**src/rtl/lpbr_pkg.sv**
```systemverilog
// Shared types and constants of the length-prefixed byte ring.
package lpbr_pkg;

	localparam int CAPACITY_DEF = 8192;
	localparam int HDR_BYTES    = 4;
	localparam int FUNC_W       = 2;
	localparam int LEN_W        = 13;
	localparam int BYTE_W       = 8;
	localparam int STATUS_W     = 3;
	localparam int IN_TDATA_W   = 24;
	localparam logic [1:0] HDR_LAST = 2'(HDR_BYTES - 1);

	typedef enum logic [FUNC_W-1:0] {
		FN_PUSH_BEGIN = 2'd0,
		FN_PUSH_BYTE  = 2'd1,
		FN_POP        = 2'd2
	} func_t;

	typedef enum logic [STATUS_W-1:0] {
		ST_OK        = 3'd0,
		ST_ZERO_LEN  = 3'd1,
		ST_EMPTY     = 3'd2,
		ST_TOO_LARGE = 3'd3,
		ST_NO_SPACE  = 3'd4,
		ST_NO_PUSH   = 3'd5,
		ST_PUSH_OPEN = 3'd6
	} status_t;

	typedef struct packed {
		status_t            status;
		logic [BYTE_W-1:0]  read_byte;
		logic               last;
	} result_t;

	// Commands from the controller to the datapath.
	typedef struct packed {
		logic       hdr_start;
		logic       hdr_step;
		logic [1:0] phase;
		logic       push_byte;
		logic       pop_start;
		logic       hdr_rd_step;
		logic       pop_zero;
		logic       pop_open_start;
		logic       data_rd;
		logic       data_done;
		logic       post;
		status_t    post_status;
		logic       post_data;
	} cmd_t;

	// Status from the datapath to the controller.
	typedef struct packed {
		logic push_open;
		logic pop_open;
		logic too_large;
		logic no_space;
		logic empty;
		logic size_zero;
	} dp_sts_t;

endpackage

```
**src/rtl/lpbr_obuf.sv**
```systemverilog
// Two-entry result buffer in front of the master-side stream port.
module lpbr_obuf (
	input  logic              clk,
	input  logic              arst_n,
	input  logic              post,
	input  lpbr_pkg::result_t res,
	input  logic              m_tready,
	output logic              m_tvalid,
	output lpbr_pkg::result_t out,
	output logic              can_post
);

	logic              out_v_q, pend_v_q;
	lpbr_pkg::result_t out_q, pend_q;
	logic              out_free;

	assign out_free = !out_v_q || m_tready;
	assign can_post = !pend_v_q || out_free;
	assign m_tvalid = out_v_q;
	assign out      = out_q;

	always_ff @(posedge clk or negedge arst_n) begin
		if (!arst_n) begin
			out_v_q  <= 1'b0;
			pend_v_q <= 1'b0;
		end else if (out_free) begin
			out_v_q  <= pend_v_q || post;
			pend_v_q <= pend_v_q && post;
		end else if (post) begin
			pend_v_q <= 1'b1;
		end
	end

	always_ff @(posedge clk) begin
		if (out_free) begin
			if (pend_v_q) begin
				out_q <= pend_q;
				if (post) begin
					pend_q <= res;
				end
			end else if (post) begin
				out_q <= res;
			end
		end else if (post) begin
			pend_q <= res;
		end
	end

endmodule

```
**config.mk**
```make
export PLATFORM = sky130hd
export DESIGN_NAME = lpbr_obuf
export DESIGN_NICKNAME = d
export VERILOG_FILES = /design/src/rtl/lpbr_pkg.sv /design/src/rtl/lpbr_obuf.sv
export SDC_FILE = /design/constraint.sdc
export NUM_CORES = 1
export LEC_CHECK = 0
export BUFFER_PORTS_ARGS = -buffer_cell sky130_fd_sc_hd__buf_4
export CAP_MARGIN = 20
export CORE_MARGIN = 8
export CORE_UTILIZATION = 50
export CTS_BUF_LIST = sky130_fd_sc_hd__clkbuf_4 sky130_fd_sc_hd__clkbuf_8
export CTS_CLUSTER_SIZE = 28
export DETAILED_ROUTE_END_ITERATION = 8
export HOLD_SLACK_MARGIN = 0.03
export MAX_ROUTING_LAYER = met4
export PLACE_DENSITY = 0.9
export SLEW_MARGIN = 20
export SYNTH_ARGS = -nofsm -noshare
export SYNTH_HDL_FRONTEND = slang
export SYNTH_SLANG_ARGS = --single-unit
```
**constraint.sdc**
```tcl
create_clock -name clk -period 2.6 [get_ports clk]
set_input_delay 0.26 -clock clk [delete_from_list [all_inputs] [get_ports clk]]
set_output_delay 0.26 -clock clk [all_outputs]
set_load 0.03 [all_outputs]
```
# Yosys cells after proc, flatten, opt, wreduce, memory -nomap -nowiden
# Cells that the tools add are included.
classes:
  muxes: 7
  n_reduce_logical: 9
  eq_ne: 1
ops:
  columns: ["op", "count"]
  rows:
  - ["$mux 12", 5]
  - ["$reduce_bool 2->1", 2]
  - ["$logic_or 1x1->1", 3]
  - ["$logic_not 1->1", 2]
  - ["$mux 1", 2]
  - ["$ne 2x2->1 const B", 1]
  - ["$reduce_and 2->1", 1]
  - ["$logic_and 1x1->1", 1]
word_totals:
  wordCells: 25
  inputBits: 16
  reg_bits: 26

# Logic depth before layout (Yosys ltp)
depth:
  ltp_word: 3
  ltp_mapped: 3
  depth_no_buf: 2

# Worst setup path before layout
# No wires, ideal clock.
synth_timing:
  kind: "register to register"
  start: "reg out_v_q, in the netlist m_tvalid"
  end: "reg out_q (netlist bit out[0]) (enable)"
  required_time_ns: 2.220
  arrival_time_ns: 1.261
  setup_ns: 0.380
  period_less_slack_ns: 1.641
  path_slack_ns: 0.959
  path_stages_with_launch: 3
  path_cell_list: "dfrtp_1 and2b_1 nor2_1"
synth_via:
  elab_chain_cells: 3
synth_lines:
  columns: ["element", "line", "text"]
  rows:
  - ["from (decl)", "lpbr_obuf.sv:13", "logic out_v_q, pend_v_q;"]
  - ["from (signal assigned)", "lpbr_obuf.sv:27", "out_v_q <= pend_v_q || post;"]
  - ["$logic_not 1->1", "lpbr_obuf.sv:17", "assign out_free = !out_v_q || m_tready;"]
  - ["$logic_or 1x1->1", "lpbr_obuf.sv:17", null]
  - ["$reduce_and 2->1 (no source line)", null, null]
  - ["to (signal assigned)", "lpbr_obuf.sv:37", "out_q <= pend_q;"]
  - ["to (signal assigned)", "lpbr_obuf.sv:42", "out_q <= res;"]
  - ["to (decl)", "lpbr_obuf.sv:14", "lpbr_pkg::result_t out_q, pend_q;"]
# No other way between the ends.
# A chain may end at the register's enable or synchronous reset.

# Final worst setup path
layout_timing:
  start: "reg pend_v_q"
  end: "reg pend_q[10] (netlist bit) (enable)"
layout_via:
  elab_chain_cells: 1
layout_lines:
  columns: ["element", "line", "text"]
  rows:
  - ["from (decl)", "lpbr_obuf.sv:13", null]
  - ["from (signal assigned)", "lpbr_obuf.sv:28", "pend_v_q <= pend_v_q && post;"]
  - ["$ne 2x2->1 (no source line)", null, null]
  - ["to (signal assigned)", "lpbr_obuf.sv:39", "pend_q <= res;"]
  - ["to (signal assigned)", "lpbr_obuf.sv:45", "pend_q <= res;"]
  - ["to (decl)", "lpbr_obuf.sv:14", null]
# No other way between the ends.

==> results.tsv <==
metric	value	unit
Port Buffers	29	
# setup viols final	0	
worst vdd ir	0.502	mV
share of the synthesized area in the top cell type	71.6	%
die area	3710	um2
register area	771	um2
area leader, netlist	edfxtp_1	
CTS Root Cell	clkbuf_4	
cts repair resizes	0	
Ys Warns	0	
R2R Path End	pend_q[10]	
Period minus WS final	1.67	ns
skew final	0.00865	ns
Syn Area/Cell	21.4	um2
Synthesized Nets	63	
final RePlAce weighted congestion	0.747	
# H-tree levels	1	
net switching power	0.224	mW
Top delay family on crit path	flip-flops	
die width	60.9	um
top achievable clock speed	598	MHz
Syn Inst Count	47	
final WL	1.91	mm
CP peak stage delay	0.57	ns
met1 Use GR	9.27	%
Vias/cell	4.93	
PwrDens	690	nW/um2
crit path buf inv count	1	
Worst-Skew Late Latency	0.32	ns
Area contributors post-synth	edfxtp_1 72%, mux2_4 10%, mux2_2 5.6%	
Reg2Reg Setup Slack	0.93	ns
met3 Use GR	2.54	%
initial antenna violation count	0	
Global Route Usage Sum	11.2	%
critical path endpoint category	register	
DRC	0	
number of antenna diodes	0	
largest net degree at the start of global routing	15	
CP Launch Type	register	
Clock transition at path regs	0.13	ns
HP Class	input pin to register	
fillcell total	158	
Starting Density	52.4	%
grt ovf	0	
first-pass detailed-route iteration total	4	
busiest grt layer	met2	
WS Path Type	register to register	
Comb pwr share	20.5	%
Int Power	0.661	mW
Worst Tran Pin Value	0.543	ns
met2 GRT Util	22.9	%
Lkg Pwr	0.515	nW
Pwr Total	0.885	mW
final setup TNS	0	ns
row count	16	
critical path's slowest cell	dfrtp_1	
Seq/Total Area, Yosys	76.5	%
Distinct cells, synth	12	
cell count along the critical path	2	
outcome	complete, no violations	
Tcrit/Tclk final	64.3	%
post-route ant nets	0	
Reg2Reg Depth	2	
Hold Crit Endpoint	pend_q[11]	
RSZ-0062 raised after global routing	false	
switching part of the total	25.4	%
Max Cap Viol	0	
Syn Std Cell Area	1010	um2
area occupied by multi-input gates	205	um2
Chip Height	60.9	um
FF-to-FF Start	pend_v_q	
most common cell after layout, fill and taps aside	buf_4	
Slew HR	63.8	%
crit path max fanout	12	
CTS buffer count	3	
core region area	1920	um2
CTS tree	built	
final net count	98	
Slew Limit Fails	0	
CP Cell Sequence	buf_4, o21a_1	
CP arrival	1.64	ns
number of global-route vias before repair	591	
Area Growth Syn to Fin	27.3	%
per-cell routed wire length	17.7	um
Clock power frac	20.5	%
num ports	30	
layout cell share with drive strength beyond 1	59.3	%
worst endpoint required time	2.57	ns
CTS max path bufs	2	
first-pass GRT wire length	2.83	mm
sequential share of power	59.0	%
worst hold path startpoint	res[11]	
hold path cells	1	
routed via count	532	
most frequent cells in the layout	31 x buf_4, 24 x edfxtp_1, 7 x mux2_4	
number of DRC markers in iteration 0	17	
clk sink count	26	
Final Hold Fails	0	
#FFs+latches synth	26	
synth_stat cells, drive strengths merged:
| cell type | count |
|---|---|
| buf | 2 |
| edfxtp | 24 |
| dfrtp | 2 |
| o21a | 1 |
| mux2 | 12 |
| nor2 | 2 |
| maj3 | 1 |
| nand2b | 1 |
| nand2 | 1 |
| and2b | 1 |
repair_timing:
item	CTS	global route
setup buffers	0	0
hold buffers	1	0
hold endpoints to repair	2	0
sequential cells by signal (all words and copies together), names as in the netlist:
register,count
m_tvalid,1
pend_v_q,1
out,12
pend_q,12
worst max path at each step:
| stage | start | endpoint | slack, ns |
|---|---|---|---|
| finish | pend_v_q | pend_q[10] | 0.93 |
| floorplan | m_tvalid | out[0] | 0.96 |
| detailed placement | pend_v_q | pend_q[5] | 0.94 |
| CTS | pend_v_q | can_post | 0.92 |
| global route | pend_v_q | pend_q[7] | 0.84 |
| global placement | pend_v_q | pend_q[5] | 1.01 |
per-stage QoR:
step                setup slack (ns)  util [%]  cells  hold WS [ns]  cell area [um2]
finish                         0.927      66.7    108         0.117             1280
global route                   0.837      66.7    108         0.104             1280
CTS                            0.920      66.7    108         0.118             1280
detailed placement             0.944      64.6    103        0.0455             1240
global placement                1.01      64.6    103        0.0446             1240
floorplan                      0.959         -     47       -0.0356             1010
power by group through the flow:
stage	Sequential (mW)	Clock, mW	Combinational (mW)
6_report	0.522	0.181	0.182
5_1_grt	0.527	0.197	0.191
4_1_cts	0.523	0.183	0.184
3_5_place_dp	0.533	0	0.182
3_3_place_gp	0.529	0	0.176
2_1_floorplan	0.571	0	0.0787
cell families after synthesis:
logic type               Yosys count  share of synthesized area, %
adder cells (fa/ha/maj)            1                          1.12
AND/OR/NAND/NOR                    5                          2.49
AO/OA/AOI/OAI                      1                         0.746
buffers and inverters              2                          3.11
flip-flops                        26                          76.5
multiplexers                      12                          16.0
metal layers:
metal	vias up	wire length, um
li1	250	-
met1	263	682
met2	17	1100
met3	2	102
met4	0	27
met5	-	0
layout make-up:
cell class,count,share of cell area (%)
multi-input cells,19,16.0
flip-flops and latches,26,60.1
repair buffers,32,18.9
well taps,27,2.63
clock buffers,4,2.34
Note: power is estimated with default switching activity, not from simulation.
