===== config.mk =====
export PLATFORM = sky130hd
export DESIGN_NAME = lpbr_ctrl
export DESIGN_NICKNAME = d
export VERILOG_FILES = /design/src/rtl/lpbr_pkg.sv /design/src/rtl/lpbr_ctrl.sv
export SDC_FILE = /design/constraint.sdc
export NUM_CORES = 1
export LEC_CHECK = 0
export ABC_AREA = 1
export ABC_CLOCK_PERIOD_IN_PS = 3200
export BUFFER_PORTS_ARGS = -buffer_cell sky130_fd_sc_hd__buf_4
export CAP_MARGIN = 20
export CELL_PAD_IN_SITES_DETAIL_PLACEMENT = 2
export CELL_PAD_IN_SITES_GLOBAL_PLACEMENT = 2
export CORE_MARGIN = 5
export CORE_UTILIZATION = 23
export DETAILED_ROUTE_END_ITERATION = 10
export GPL_TIMING_DRIVEN = 1
export PLACE_DENSITY_LB_ADDON = 0.15
export SYNTH_ARGS = -nofsm -noshare
export SYNTH_HDL_FRONTEND = slang
export SYNTH_SLANG_ARGS = --single-unit

===== constraint.sdc =====
create_clock -name clk -period 3.2 [get_ports clk]
set_input_delay 0.16 -clock clk [delete_from_list [all_inputs] [get_ports clk]]
set_output_delay 0.16 -clock clk [all_outputs]
set_load 0.01 [all_outputs]

===== src/rtl/lpbr_pkg.sv =====
// Shared types and constants of the length-prefixed byte ring.
package lpbr_pkg;

	localparam int CAPACITY_DEF = 8192;
	localparam int HDR_BYTES    = 4;
	localparam int FUNC_W       = 2;
	localparam int LEN_W        = 13;
	localparam int BYTE_W       = 8;
	localparam int STATUS_W     = 3;
	localparam int IN_TDATA_W   = 24;
	localparam logic [1:0] HDR_LAST = 2'(HDR_BYTES - 1);

	typedef enum logic [FUNC_W-1:0] {
		FN_PUSH_BEGIN = 2'd0,
		FN_PUSH_BYTE  = 2'd1,
		FN_POP        = 2'd2
	} func_t;

	typedef enum logic [STATUS_W-1:0] {
		ST_OK        = 3'd0,
		ST_ZERO_LEN  = 3'd1,
		ST_EMPTY     = 3'd2,
		ST_TOO_LARGE = 3'd3,
		ST_NO_SPACE  = 3'd4,
		ST_NO_PUSH   = 3'd5,
		ST_PUSH_OPEN = 3'd6
	} status_t;

	typedef struct packed {
		status_t            status;
		logic [BYTE_W-1:0]  read_byte;
		logic               last;
	} result_t;

	// Commands from the controller to the datapath.
	typedef struct packed {
		logic       hdr_start;
		logic       hdr_step;
		logic [1:0] phase;
		logic       push_byte;
		logic       pop_start;
		logic       hdr_rd_step;
		logic       pop_zero;
		logic       pop_open_start;
		logic       data_rd;
		logic       data_done;
		logic       post;
		status_t    post_status;
		logic       post_data;
	} cmd_t;

	// Status from the datapath to the controller.
	typedef struct packed {
		logic push_open;
		logic pop_open;
		logic too_large;
		logic no_space;
		logic empty;
		logic size_zero;
	} dp_sts_t;

endpackage


===== src/rtl/lpbr_ctrl.sv =====
// Controller state machine: sequences header writes, header reads and byte reads.
module lpbr_ctrl (
	input  logic                          clk,
	input  logic                          arst_n,
	input  logic                          s_tvalid,
	input  logic [lpbr_pkg::FUNC_W-1:0]   func,
	input  logic                          can_post,
	input  lpbr_pkg::dp_sts_t             sts,
	output logic                          s_tready,
	output lpbr_pkg::cmd_t                cmd
);

	typedef enum logic [3:0] {
		S_IDLE   = 4'b0001,
		S_HDR_WR = 4'b0010,
		S_HDR_RD = 4'b0100,
		S_DATA   = 4'b1000
	} state_t;

	state_t     state_q, state_d;
	logic [1:0] ph_q, ph_d;

	always_ff @(posedge clk or negedge arst_n) begin
		if (!arst_n) begin
			state_q <= S_IDLE;
			ph_q    <= '0;
		end else begin
			state_q <= state_d;
			ph_q    <= ph_d;
		end
	end

	always_comb begin
		cmd      = '0;
		state_d  = state_q;
		ph_d     = ph_q;
		s_tready = 1'b0;
		cmd.phase = ph_q;
		unique case (state_q)
			S_IDLE: begin
				s_tready = can_post;
				if (s_tvalid && can_post) begin
					unique case (lpbr_pkg::func_t'(func))
						lpbr_pkg::FN_PUSH_BEGIN: begin
							cmd.post = 1'b1;
							if (sts.push_open) begin
								cmd.post_status = lpbr_pkg::ST_PUSH_OPEN;
							end else if (sts.too_large) begin
								cmd.post_status = lpbr_pkg::ST_TOO_LARGE;
							end else if (sts.no_space) begin
								cmd.post_status = lpbr_pkg::ST_NO_SPACE;
							end else begin
								cmd.post_status = lpbr_pkg::ST_OK;
								cmd.hdr_start   = 1'b1;
								ph_d            = 2'd1;
								state_d         = S_HDR_WR;
							end
						end
						lpbr_pkg::FN_PUSH_BYTE: begin
							cmd.post = 1'b1;
							if (sts.push_open) begin
								cmd.post_status = lpbr_pkg::ST_OK;
								cmd.push_byte   = 1'b1;
							end else begin
								cmd.post_status = lpbr_pkg::ST_NO_PUSH;
							end
						end
						lpbr_pkg::FN_POP: begin
							if (sts.pop_open) begin
								cmd.data_rd = 1'b1;
								state_d     = S_DATA;
							end else if (sts.empty) begin
								cmd.post        = 1'b1;
								cmd.post_status = lpbr_pkg::ST_EMPTY;
							end else begin
								cmd.pop_start = 1'b1;
								ph_d          = 2'd0;
								state_d       = S_HDR_RD;
							end
						end
						default: begin
							cmd.post        = 1'b1;
							cmd.post_status = lpbr_pkg::ST_OK;
						end
					endcase
				end
			end
			S_HDR_WR: begin
				cmd.hdr_step = 1'b1;
				ph_d         = ph_q + 2'd1;
				if (ph_q == lpbr_pkg::HDR_LAST) begin
					state_d = S_IDLE;
				end
			end
			S_HDR_RD: begin
				if (ph_q != lpbr_pkg::HDR_LAST) begin
					cmd.hdr_rd_step = 1'b1;
					ph_d            = ph_q + 2'd1;
				end else if (!sts.size_zero) begin
					cmd.pop_open_start = 1'b1;
					cmd.data_rd        = 1'b1;
					state_d            = S_DATA;
				end else if (can_post) begin
					// An empty message is consumed whole by this beat.
					cmd.pop_zero    = 1'b1;
					cmd.post        = 1'b1;
					cmd.post_status = lpbr_pkg::ST_ZERO_LEN;
					state_d         = S_IDLE;
				end
			end
			S_DATA: begin
				if (can_post) begin
					cmd.data_done   = 1'b1;
					cmd.post        = 1'b1;
					cmd.post_status = lpbr_pkg::ST_OK;
					cmd.post_data   = 1'b1;
					state_d         = S_IDLE;
				end
			end
			default: begin
				state_d = S_IDLE;
			end
		endcase
	end

endmodule


Word level (Yosys, flattened, before mapping) --
Index checks and enable logic that the tools add are counted.
Storage, ports and cells: register bits 6, input port bits 12, output and inout port bits 17, logic and storage cells 88
Operators by class: add/subtract/negate cells 1, equality and inequality tests 19, muxes and demuxes 61, reduce and logical (&&, ||, !) cells 5
Operator list (count):
- 4-bit two-way mux | 16
- 4-bit case mux with 3 select lines | 2
- 1-bit two-way mux | 21
- 2-bit two-way mux | 10
- 3-bit two-way mux | 6
- 4-bit case mux with 4 select lines | 1
- 3-bit inequality test, second input constant | 5
- 2-bit inequality test, second input constant | 5
- 9-bit AND reduction | 1
- 4-bit case mux with 2 select lines | 1
- 8-bit AND reduction | 1
- 6-bit two-way mux | 1
- 2-bit case mux with 3 select lines | 1
- 2-bit == test, second input constant | 2
- 4-bit by 1-bit == test with 1-bit output, second input constant | 1
- 4-bit by 2-bit == test with 1-bit output, second input constant | 1
- 4-bit by 3-bit == test with 1-bit output, second input constant | 1
- 4-bit == test, second input constant | 1
- 4-bit inequality test, second input constant | 1
- 2-bit case mux with 2 select lines | 1
- 3-bit by 1-bit inequality test with 1-bit output, second input constant | 1
- 3-bit nonzero test | 1
- 2-bit by 1-bit adder with 2-bit output, second input constant | 1
- 2-bit by 1-bit == test with 1-bit output, second input constant | 1
- other kinds (3) | 3

Logic depth before layout (Yosys ltp) --
depth after elaboration 6, mapped depth 9

Worst setup path before layout --
OpenSTA, ideal clock, no wires.
kind register -> output, from register state_q[0], to output port cmd[15] (netlist name), arrival 1299 ps, required time 3040 ps, slack 1741 ps, cell stages (with the launch flop) 5, cell sequence dfstp_2 nand3_2 nor2_2 nand2_2 nor4_1
RTL lines:
- start, declared | RTL line lpbr_ctrl.sv:20 | state_t state_q, state_d;
- start signal, assigned | RTL line lpbr_ctrl.sv:28 | state_q <= state_d;
- end, declared | RTL line lpbr_ctrl.sv:10 | output lpbr_pkg::cmd_t cmd

==> reports/qor.yml <==
status: "complete, no violations"
tightestPinTransition_ns: 0.259
synth-compound-area-share_pct: 10.3
clkLatencyLatePin_ns: 0.26
grt_max_degree: 8
critPathLaunchType: "register"
stdcell_area_um2: 943
tns_ns: 0
grt_pass1_wl_um: 4260
cts.sinks: 6
synth_top_cell_by_area: "dfrtp_1"
fin_nets: 160
portBuffers: 28
drtIter0Drc: 10
die_width_um: 63.8
drv_cap: 0
synth_mux_area_share_pct: 0
cellPowerDensity_mw_per_mm2: 562
p_total_uw: 530
crit_path_max_fanout: 5
hold_viol: 0
io-pin-count: 29
cp-end-kind: "primary output"
ir_worst_vdd_mv: 0.378
core_area_mm2: 0.00276
drtPass1Iterations: 3
yosysTopAreaCellShare_pct: 18.8
synthSimpleGateAreaFrac_pct: 51.5
setup_viol: 0
synth_top_family_by_area: "simple AND/OR/NAND/NOR gates"
synth.cell_area_um2: 666
slew_violations: 0
vias: 824
remaining_drc_errors: 0
root_buffer: "clkbuf_4"
cts_buffers: 3
num_rows: 19
grt_use_total_pct: 12.7
avgSynthCellArea_um2: 5.84
syn_nets: 127
yosysUniqueCellTypes: 24
wl_um: 2460
power.leakage_uw: 0.000550
cts_max_level: 1
antenna_found_initial: 0
utilization_pct: 34.2
yosysSeqAreaShare_pct: 22.7
synthTopCellsByArea: "dfrtp_1 19%, nand2_1 17%, inv_1 11%, nand3_1 9.8%, nor2_1 6.8%"
fin_crit_sh_pct: 55.8
path_clk_slew_ns: 0.05
synth_fa_ha_area_share_pct: 1.88
skew_ns: 0.00885
rsz0062_at_grt: "false"
grt_pass1_vias: 922
hpwlAfterDp_um: 2180
max_slew_margin_pct: 82.6
fmax_mhz: 560
required_ns: 3.04
dieArea_mm2: 0.00407
globalplace.congestion: 0.773
n_antenna_cell: 0
postRouteAntennaNets: 0
synthXorXnorAreaFrac_pct: 0
period_needed_ns: 1.79
cp.arrival_ns: 1.63
detail_route.wl_per_cell_um: 13.9
postCtsSetupBuffers: 0
crit_type: "register to primary output"
drive_gt1_share_pct: 31.5
die_h_um: 63.8
min_path_type: "primary input to asynchronous set/reset pin"
cts_tree: "built"
postCtsResizedCells: 0
fillers: 376
placed_area_um2: 907
via_per_inst: 4.66
clock_path_buffers: 2
ys.warnings.count: 0
overflow: 0
syn_to_final_growth_pct: 41.7
synth_cells: 114
synth-seq-cells: 6
start_util_pct: 24.1
## timing repair
action,4_1_cts,5_1_grt
setup endpoints to repair,0,0
hold endpoints to repair,6,0
hold buffers,1,0
## worst max-delay path, stage by stage, from the launching register on
cell,delay (ns)
dfrtp_1,0.43
nor2_2,0.16
nand3_2,0.13
nor2_2,0.15
nand2_2,0.11
nor4_1,0.21
buf_4,0.17
## state kept, by name (all words and copies together), names as in the netlist
signal / cells
state_q: 4
ph_q: 2
## worst paths after layout
path / start / to / slack [ns] / depth (start not counted)
max: state_q[3] / cmd[15] / 1.41 / 6
min: arst_n / state_q[2] / 0.24 / 2
max reg2reg: ph_q[0] / ph_q[1] / 1.77 / 7
min reg2reg: ph_q[1] / ph_q[1] / 0.51 / 2
max in group asynchronous: arst_n / state_q[0] / 2.75 / 2
min in group clk: can_post / state_q[3] / 0.35 / 4
## routing by layer
| metal | share of wire, % | track usage, % | vias to the layer above |
|---|---|---|---|
| li1 | - | - | 424 |
| met1 | 46 | 15.9 | 381 |
| met2 | 49 | 21.9 | 15 |
| met3 | 3.6 | 3.15 | 4 |
| met4 | 1.1 | 3.12 | 0 |
| met5 | 0 | 0 | - |
## cells in the final DEF, fill, tap and decap left out
cell	instances
a21boi_2	1
a21oi_1	4
a31oi_1	1
buf_4	28
clkbuf_1	1
clkbuf_4	3
dfrtp_1	5
dfstp_2	1
dlygate4sd3_1	1
ha_1	1
inv_1	20
inv_2	2
nand2_1	31
nand2_2	1
nand3_1	13
nand3_2	2
nand4_1	2
nor2_1	12
nor2_2	6
nor2_4	1
nor3_1	1
nor3_2	1
nor3b_1	1
nor4_1	1
o21ai_0	4
o21ai_1	1
o22ai_1	1
## cell families after synthesis
group,count (synthesis)
adder cells (fa/ha/maj),1
flip-flops,6
AND/OR/NAND/NOR,72
buffers and inverters,23
AO/OA/AOI/OAI,12
## power by group
part	leakage (µW)	switching (µW)	internal, µW	total (µW)
Clock	0.0000150	34.6	47.7	82.3
Sequential	0.0000771	31.3	105	137
Combinational	0.000458	190	121	311
Total	0.000550	256	274	530
## Yosys cell counts
cell	instances
o21ai_0	4
inv_1	20
nor3_2	1
a21boi_2	1
nor2_4	1
nand3_1	13
ha_1	1
nand2_2	1
o22ai_1	1
dfstp_2	1
nand4_1	2
dfrtp_1	5
nor4_1	1
nand3_2	2
buf_4	1
inv_2	2
a21oi_1	4
a31oi_1	1
nand2_1	31
nor2_1	12
o21ai_1	1
nor3b_1	1
nor3_1	1
nor2_2	6
## area by class of cell
class / count / area (µm²) / share of cell area, %
repair buffers: 29 / 220 / 23.3
flip-flops and latches: 6 / 151 / 16.0
clock buffers: 4 / 26.3 / 2.79
multi-input cells: 85 / 424 / 45.0
well taps: 31 / 38.8 / 4.11
inverters: 22 / 82.6 / 8.75
## through the flow
stage	cells	worst slack [ns]	hold slack, ns
3_3_place_gp	172	1.72	-0.0284
3_5_place_dp	172	1.68	-0.0298
5_1_grt	177	1.22	0.254
2_1_floorplan	114	1.74	-0.136
4_1_cts	177	1.38	0.232
6_report	177	1.41	0.243
Power figures use the tool's default switching activity.
